$ cat config.mk
export PLATFORM = sky130hd
export DESIGN_NAME = fmb_fxmul
export DESIGN_NICKNAME = d
export VERILOG_FILES = /design/src/rtl/core/fmb_pkg.sv /design/src/rtl/core/fmb_fxmul.sv
export SDC_FILE = /design/constraint.sdc
export NUM_CORES = 2
export LEC_CHECK = 0
export ABC_AREA = 1
export BUFFER_PORTS_ARGS = -buffer_cell sky130_fd_sc_hd__buf_2
export CAP_MARGIN = 20
export CORE_UTILIZATION = 34
export CTS_CLUSTER_DIAMETER = 80
export DETAILED_ROUTE_END_ITERATION = 8
export PLACE_DENSITY = 0.59
export SLEW_MARGIN = 40
export SYNTH_ARGS = -nofsm -noshare
export SYNTH_HDL_FRONTEND = slang
export SYNTH_SLANG_ARGS = --single-unit
$ cat constraint.sdc
create_clock -name aclk -period 17.67 [get_ports aclk]
set_clock_uncertainty 0.05 [all_clocks]
set_input_delay 0.8835 -clock aclk [delete_from_list [all_inputs] [get_ports aclk]]
set_output_delay 0.8835 -clock aclk [all_outputs]
set_load 0.005 [all_outputs]
$ cat src/rtl/core/fmb_pkg.sv
// ----------------------------------------------------------------------------
// fmb_pkg
// Shared types and fixed-point helpers for the Fock matrix build unit.
// ----------------------------------------------------------------------------
package fmb_pkg;

    typedef logic signed [63:0] fx_t;

    localparam fx_t FX_MAX = 64'sh7FFF_FFFF_FFFF_FFFF;
    localparam fx_t FX_MIN = 64'sh8000_0000_0000_0000;

    typedef enum logic [2:0] {
        MODE_CORE    = 3'd0,
        MODE_INT     = 3'd1,
        MODE_DALPHA  = 3'd2,
        MODE_DBETA   = 3'd3,
        MODE_COMPUTE = 3'd4
    } mode_t;

    localparam logic REG_BASIS = 1'b0;
    localparam logic REG_SPIN  = 1'b1;

    function automatic fx_t sat_add(input fx_t a, input fx_t b);
        logic [64:0] s;
        s = {a[63], a} + {b[63], b};
        if (s[64] != s[63]) begin
            return s[64] ? FX_MIN : FX_MAX;
        end
        return fx_t'(s[63:0]);
    endfunction

    function automatic fx_t sat_sub(input fx_t a, input fx_t b);
        logic [64:0] s;
        s = {a[63], a} - {b[63], b};
        if (s[64] != s[63]) begin
            return s[64] ? FX_MIN : FX_MAX;
        end
        return fx_t'(s[63:0]);
    endfunction

endpackage

$ cat src/rtl/core/fmb_fxmul.sv
// ----------------------------------------------------------------------------
// fmb_fxmul
// Multi-cycle signed fixed-point multiplier: four 32x32 partial products,
// round half up, arithmetic shift by FRAC_BITS, saturate to 64 bits.
// ----------------------------------------------------------------------------
module fmb_fxmul #(
    parameter int FRAC_BITS = 40
) (
    input  logic         aclk,
    input  logic         aresetn,
    input  logic         start,
    input  fmb_pkg::fx_t x,
    input  fmb_pkg::fx_t y,
    output logic         done,
    output fmb_pkg::fx_t p
);
    import fmb_pkg::*;

    typedef enum logic [5:0] {
        M_IDLE = 6'b000001,
        M_ABS  = 6'b000010,
        M_MUL  = 6'b000100,
        M_NEG  = 6'b001000,
        M_RND  = 6'b010000,
        M_SAT  = 6'b100000
    } mstate_t;

    localparam logic [127:0] RND = 128'(1) << (FRAC_BITS - 1);

    mstate_t      state_reg, state_next;
    logic [2:0]   k_reg, k_next;
    logic         done_reg, done_next;
    fx_t          x_reg, x_next, y_reg, y_next;
    logic [63:0]  ux_reg, ux_next, uy_reg, uy_next;
    logic         neg_reg, neg_next;
    logic [63:0]  prod_reg, prod_next;
    logic [1:0]   sh_reg, sh_next;
    logic [127:0] acc_reg, acc_next;
    fx_t          p_reg, p_next;

    logic [31:0]  xh, yh;
    logic [127:0] shr;
    logic         ovf;

    assign xh  = k_reg[1] ? ux_reg[63:32] : ux_reg[31:0];
    assign yh  = k_reg[0] ? uy_reg[63:32] : uy_reg[31:0];
    assign shr = $signed(acc_reg) >>> FRAC_BITS;
    assign ovf = !((&shr[127:63]) || !(|shr[127:63]));

    always_comb begin
        state_next = state_reg;
        k_next     = k_reg;
        done_next  = 1'b0;
        x_next     = x_reg;
        y_next     = y_reg;
        ux_next    = ux_reg;
        uy_next    = uy_reg;
        neg_next   = neg_reg;
        prod_next  = prod_reg;
        sh_next    = sh_reg;
        acc_next   = acc_reg;
        p_next     = p_reg;
        unique case (state_reg)
            M_IDLE: begin
                if (start) begin
                    x_next     = x;
                    y_next     = y;
                    state_next = M_ABS;
                end
            end
            M_ABS: begin
                neg_next   = x_reg[63] ^ y_reg[63];
                ux_next    = x_reg[63] ? 64'(-x_reg) : 64'(x_reg);
                uy_next    = y_reg[63] ? 64'(-y_reg) : 64'(y_reg);
                acc_next   = '0;
                k_next     = '0;
                state_next = M_MUL;
            end
            M_MUL: begin
                if (k_reg != 3'd0) begin
                    acc_next = acc_reg + ({64'b0, prod_reg} << {sh_reg, 5'b0});
                end
                if (k_reg == 3'd4) begin
                    state_next = M_NEG;
                end else begin
                    prod_next = xh * yh;
                    sh_next   = 2'({1'b0, k_reg[1]} + {1'b0, k_reg[0]});
                    k_next    = k_reg + 3'd1;
                end
            end
            M_NEG: begin
                acc_next   = neg_reg ? 128'(-acc_reg) : acc_reg;
                state_next = M_RND;
            end
            M_RND: begin
                acc_next   = acc_reg + RND;
                state_next = M_SAT;
            end
            M_SAT: begin
                p_next     = ovf ? (acc_reg[127] ? FX_MIN : FX_MAX) : fx_t'(shr[63:0]);
                done_next  = 1'b1;
                state_next = M_IDLE;
            end
            default: state_next = M_IDLE;
        endcase
    end

    always_ff @(posedge aclk) begin
        if (!aresetn) begin
            state_reg <= M_IDLE;
            k_reg     <= '0;
            done_reg  <= 1'b0;
        end else begin
            state_reg <= state_next;
            k_reg     <= k_next;
            done_reg  <= done_next;
        end
    end

    always_ff @(posedge aclk) begin
        x_reg    <= x_next;
        y_reg    <= y_next;
        ux_reg   <= ux_next;
        uy_reg   <= uy_next;
        neg_reg  <= neg_next;
        prod_reg <= prod_next;
        sh_reg   <= sh_next;
        acc_reg  <= acc_next;
        p_reg    <= p_next;
    end

    assign done = done_reg;
    assign p    = p_reg;

endmodule

-- Word-level counts from Yosys, hierarchy flattened
Cells that the tools add are included.
- word-level logic and storage cells: 64
- flip-flop bits (word level): 525
- output and inout port bits: 65
- mux-type cells: 15
- multipliers: 1
- bitwise logic cells: 2
- add/subtract/negate cells: 7
- eq/ne operators: 12
- reductions and logical operators: 12
- shifts and indexed selects: 1
- operators with widths (cell ; number):
    $pmux W128 S4 ; 1
    $mux W128 ; 2
    $add A128 B128 Y128 ; 1
    $add A128 B40 Y128 const B ; 1
    $mux W64 ; 2
    $neg A128 Y128 ; 1
    $neg A64 Y64 ; 2
    $shl A64 B7 Y128 ; 1
    $mux W63 ; 2
    $mul A32 B32 Y64 ; 1
    $mux W32 ; 2
    $pmux W6 S5 ; 1
    $reduce_and A25 Y1 ; 1
    $reduce_or A25 Y1 ; 1
    $mux W6 ; 2
    $ne A2 B2 Y1 const B ; 5
    $reduce_and A2 Y1 ; 4
    $eq A6 B1 Y1 const B ; 1
    $eq A6 B2 Y1 const B ; 1
    $eq A6 B3 Y1 const B ; 1
    $eq A6 B4 Y1 const B ; 1
    $eq A6 B5 Y1 const B ; 1
    $eq A6 B6 Y1 const B ; 1
    $pmux W3 S2 ; 1
    other kinds (13) ; 13

-- Longest topological paths before layout
- word-level depth: 4
- depth in mapped cells: 36

-- Least setup slack after synthesis
No wires, ideal clock.
- kind: register to register
- from: reg state_reg[5]
- to: reg acc_reg[100] (enable)
- setup time: 537 ps
- arrival time: 11981 ps
- required time: 17083 ps
- setup slack: 5102 ps
- path buffers: 0
- stages on the path, launching flop included: 8
- cells stage by stage: dfxtp_1 -> nor2_1 -> inv_1 -> nor4_2 -> inv_1 -> nand4_1 -> o21ai_0 -> nor2_1
- word-level cells in the longest chain between the ends: 3
- elaborated cells between the ends (all ways): 8
- ends and longest elaborated chain (item ; line ; source):
    start, declared ; fmb_fxmul.sv:30 ; mstate_t state_reg, state_next;
    start signal, assigned ; fmb_fxmul.sv:114 ; state_reg <= state_next;
    $eq A6 B3 Y1 (tied with other cells) ; fmb_fxmul.sv:63 ; unique case (state_reg)
    $reduce_bool A4 Y1 (no line) or $ne A2 B2 Y1 (tied branches) ; - ;
    $reduce_and A3 Y1 (no line) (*) ; - ;
    end signal, assigned ; fmb_fxmul.sv:128 ; acc_reg <= acc_next;
    end, declared ; fmb_fxmul.sv:38 ; logic [127:0] acc_reg, acc_next;
Every way passes the cells marked *; elsewhere a longest branch is shown, timed or not.
A chain may end at the register's enable or synchronous reset.

-- Worst setup path after layout
- from: reg k_reg[1]
- to: reg prod_reg[46] (data pin)
- word-level cells in the longest chain between the ends: 2
- ends and longest elaborated chain (item ; line ; source):
    start, declared ; fmb_fxmul.sv:31 ; logic [2:0] k_reg, k_next;
    start signal, assigned ; fmb_fxmul.sv:115 ; k_reg <= k_next;
    $mux W32 ; fmb_fxmul.sv:45 ; assign xh = k_reg[1] ? ux_reg[63:32] : ux_reg[31:0];
    $mul A32 B32 Y64 ; fmb_fxmul.sv:86 ; prod_next = xh * yh;
    end signal, assigned ; fmb_fxmul.sv:126 ; prod_reg <= prod_next;
    end, declared ; fmb_fxmul.sv:36 ; logic [63:0] prod_reg, prod_next;
Every way passes these cells.

==> metrics.md <==
| Metric | Value |
|---|---|
| Status | finished, final reports clean |
| Max FFs per register | 128 |
| Num CTS Buffers | 71 |
| Slew Viols, Final | 0 |
| DP HPWL | 318000 µm |
| FF/Latch Area | 15700 µm² |
| Cell mode on critical path | inv_1 |
| Static leakage | 0.0422 µW |
| Clock Sinks | 525 |
| Tot GR Track Use | 31.6% |
| Final Wtd Congestion | 1.07 |
| Unrepaired setup endpoints after global routing | no |
| Fillers | 24900 |
| Setup_tns | 0 ns |
| Final setup fails | 0 |
| Final WS setup | 7.59 ns |
| Drt total wl | 376000 µm |
| P&R area growth vs syn | 8.91% |
| Die W | 484 µm |
| H-tree levels | 3 |
| TritonCTS clock tree | done |
| Row count | 176 |
| Start point of the worst hold path | x[37] |
| CORE AREA | 231000 µm² |
| Final Net Count | 12900 |
| Mux cell area share after synthesis | 0% |
| CP peak stage delay | 0.74 ns |
| CP max FO | 35 |
| Commonest non-fill, non-tap cell in the layout | nand2_1 |
| Max-slew headroom | 30.6% |
| Compound-Gate Fraction of Synth Area | 5.30% |
| EDFF count, synth | 515 |
| Avg WL per Cell | 25.9 µm |
| Grt ovf | 0 |
| Worst Tran Pin Value | 1.03 ns |
| Buffers and inverters on the worst path | 10 |
| Critical R2R Launch | k_reg[1]$_SDFFE_PN0P_ |
| Hold Vio Cnt, Final | 0 |
| Pwr/cell area | 200 nW/µm² |
| Via count | 76700 |
| Clock root cell | clkbuf_16 |
| Synth top area share | 22.7% |
| # hold bufs at CTS | 0 |
| Syn Area/Cell | 6.98 µm² |
| Multi-input logic area | 53400 µm² |
| Hold slack | 0.289 ns |
| Clk buf depth | 3 |
| HP Class | input pin to register |
| Largest net degree at the start of global routing | 97 |
| Fin util | 37.4% |
| Max Clk Rate | 99.2 MHz |
| Synth Area in Simple Gates | 30.7% |
| Fin crit period | 10.08 ns |
| WHS Path Cells | 1 |
| PostCTS Resize Cnt | 0 |
| Crit path capture type | register |
| Post-synth net total | 12800 |
| Pre-Repair DR Iteration Count | 7 |
| Synth Instances | 11300 |
| Initial DRC count | 8687 |
| R2r setup slk | 7.59 ns |
| Synth warnings | 0 |
| DRC violations left | 0 |
| Slowest cell on crit path | clkinv_1 |
| Peak VDD IR | 0.336 mV |
| Cell taking the most area after synthesis | fa_1 |
| Post-synthesis cell type count | 59 |
| # IOs | 196 |
| Reg clk slew, reported paths | 0.06 ns |
| Kind of critical path | register to register |
| Crit path arrival time | 10.51 ns |
| Largest family of logic cells by synthesized area | simple AND/OR/NAND/NOR gates |
| Max Cap Viol | 0 |
| Clk_lat worst skew | 0.76 ns |
| Total power | 17200 µW |
| Initial Util | 34.3% |
| Synth area leaders | fa_1 (23%), edfxtp_1 (20%), nand2_1 (14%) |
| Most frequent cells in the layout | nand2_1 (3018), inv_1 (2381), nor2_1 (1648) |
| Post-Synth Adder-Cell Area | 29.0% |
| Synthesized area | 79100 µm² |
| Async SR Flop Fraction | 0% |
| Port bufs | 195 |
| Pre-CTS WS | 8.04 ns |
| Kind of cell adding the most delay to the critical path | adder cells |
| Die Y | 484 µm |
| FF-to-FF End | prod_reg[46]$_DFFE_PP_ |
| Seq/Total Area, Yosys | 19.8% |
| Critical Path Source Type | register |
| First-pass GRT wire length | 533000 µm |
| Post-CTS Setup Bufs | 0 |
| Vias per cell | 5.28 |
| XOR/XNOR Fraction of Synth Area | 2.22% |
| CP required | 18.10 ns |
| Yosys reg bits | 525 |
| Most used DFF post-synth | edfxtp_1 |
| Initial antenna violation count | 5 |
| Vias in the first global route | 75100 |
| Layout cells sized above 1 | 6.11% |
| Worst-case reg-to-reg path depth | 29 |
| Hold EP | x_reg[37]$_DFFE_PP_ |
| Post-route ant nets | 0 |
| Period utilization | 57.0% |
| Total die area | 235000 µm² |
worst max-delay path by stage:
stage | cells after the start | end | slack (ns) | startpoint
5_1_grt | 28 | prod_reg[46]$_DFFE_PP_ | 7.15 | k_reg[1]$_SDFFE_PN0P_
2_1_floorplan | 7 | acc_reg[100]$_DFFE_PP_ | 5.10 | state_reg[5]$_SDFFE_PN0P_
3_5_place_dp | 28 | prod_reg[46]$_DFFE_PP_ | 8.04 | k_reg[1]$_SDFFE_PN0P_
3_3_place_gp | 29 | prod_reg[46]$_DFFE_PP_ | 8.10 | k_reg[1]$_SDFFE_PN0P_
4_1_cts | 28 | prod_reg[46]$_DFFE_PP_ | 8.02 | k_reg[1]$_SDFFE_PN0P_
6_report | 29 | prod_reg[46]$_DFFE_PP_ | 7.59 | k_reg[1]$_SDFFE_PN0P_
cell type report:
type,count,area share [%]
multi-input combinational,8105,61.9
sequential,525,18.2
inverter,2446,10.7
tap,3026,4.39
clock buffer,82,2.16
timing repair buffer,301,2.08
clock inverter,46,0.594
antenna,1,0.00290
power breakdown:
part           switching (µW)  internal, µW  leakage [µW]
Combinational            9320          4380        0.0362
Clock                     671           847       0.00115
Sequential               62.4          1960       0.00480
metrics by stage:
stage	std cells	instance area (µm²)
2_1_floorplan	11300	79100
3_3_place_gp	14400	83800
3_5_place_dp	14400	83800
4_1_cts	14500	86200
5_1_grt	14500	86200
6_report	14500	86200
cells by family (layout without fill, tap and decap cells):
family,after synthesis,after routing
XOR/XNOR,201,201
buffers and inverters,2711,2875
flip-flops,525,525
other,0,1
AO/OA/AOI/OAI,775,775
AND/OR/NAND/NOR,5835,5835
adder cells (fa/ha/maj),1294,1294
Yosys cell counts, types with 10 or more instances:
| cell | n |
|---|---|
| nand2_1 | 3018 |
| inv_1 | 2384 |
| nor2_1 | 1651 |
| fa_1 | 897 |
| nand3_1 | 577 |
| edfxtp_1 | 515 |
| ha_1 | 397 |
| o21ai_0 | 374 |
| a21oi_1 | 232 |
| nand4_1 | 207 |
| clkbuf_1 | 171 |
| xor2_1 | 148 |
| nor3_1 | 120 |
| or2_2 | 86 |
| buf_2 | 72 |
| xnor2_1 | 53 |
| o21ai_1 | 51 |
| inv_2 | 45 |
| nor4_1 | 35 |
| nor3_2 | 31 |
| nor2_2 | 28 |
| nand3b_1 | 26 |
| o21bai_1 | 19 |
| clkinv_1 | 17 |
| o211ai_1 | 17 |
| o21ai_2 | 16 |
| a21o_1 | 14 |
| a31oi_1 | 14 |
| o31ai_1 | 14 |
| and2_1 | 10 |
| dfxtp_1 | 10 |
layer usage:
layer | track usage, % | part of all wire, %
met1 | 38.5 | 38
met2 | 50.2 | 44
met3 | 5.17 | 8.2
met4 | 24.0 | 9.1
met5 | 0 | 0.0091
Note: power is estimated with default switching activity, not from simulation.
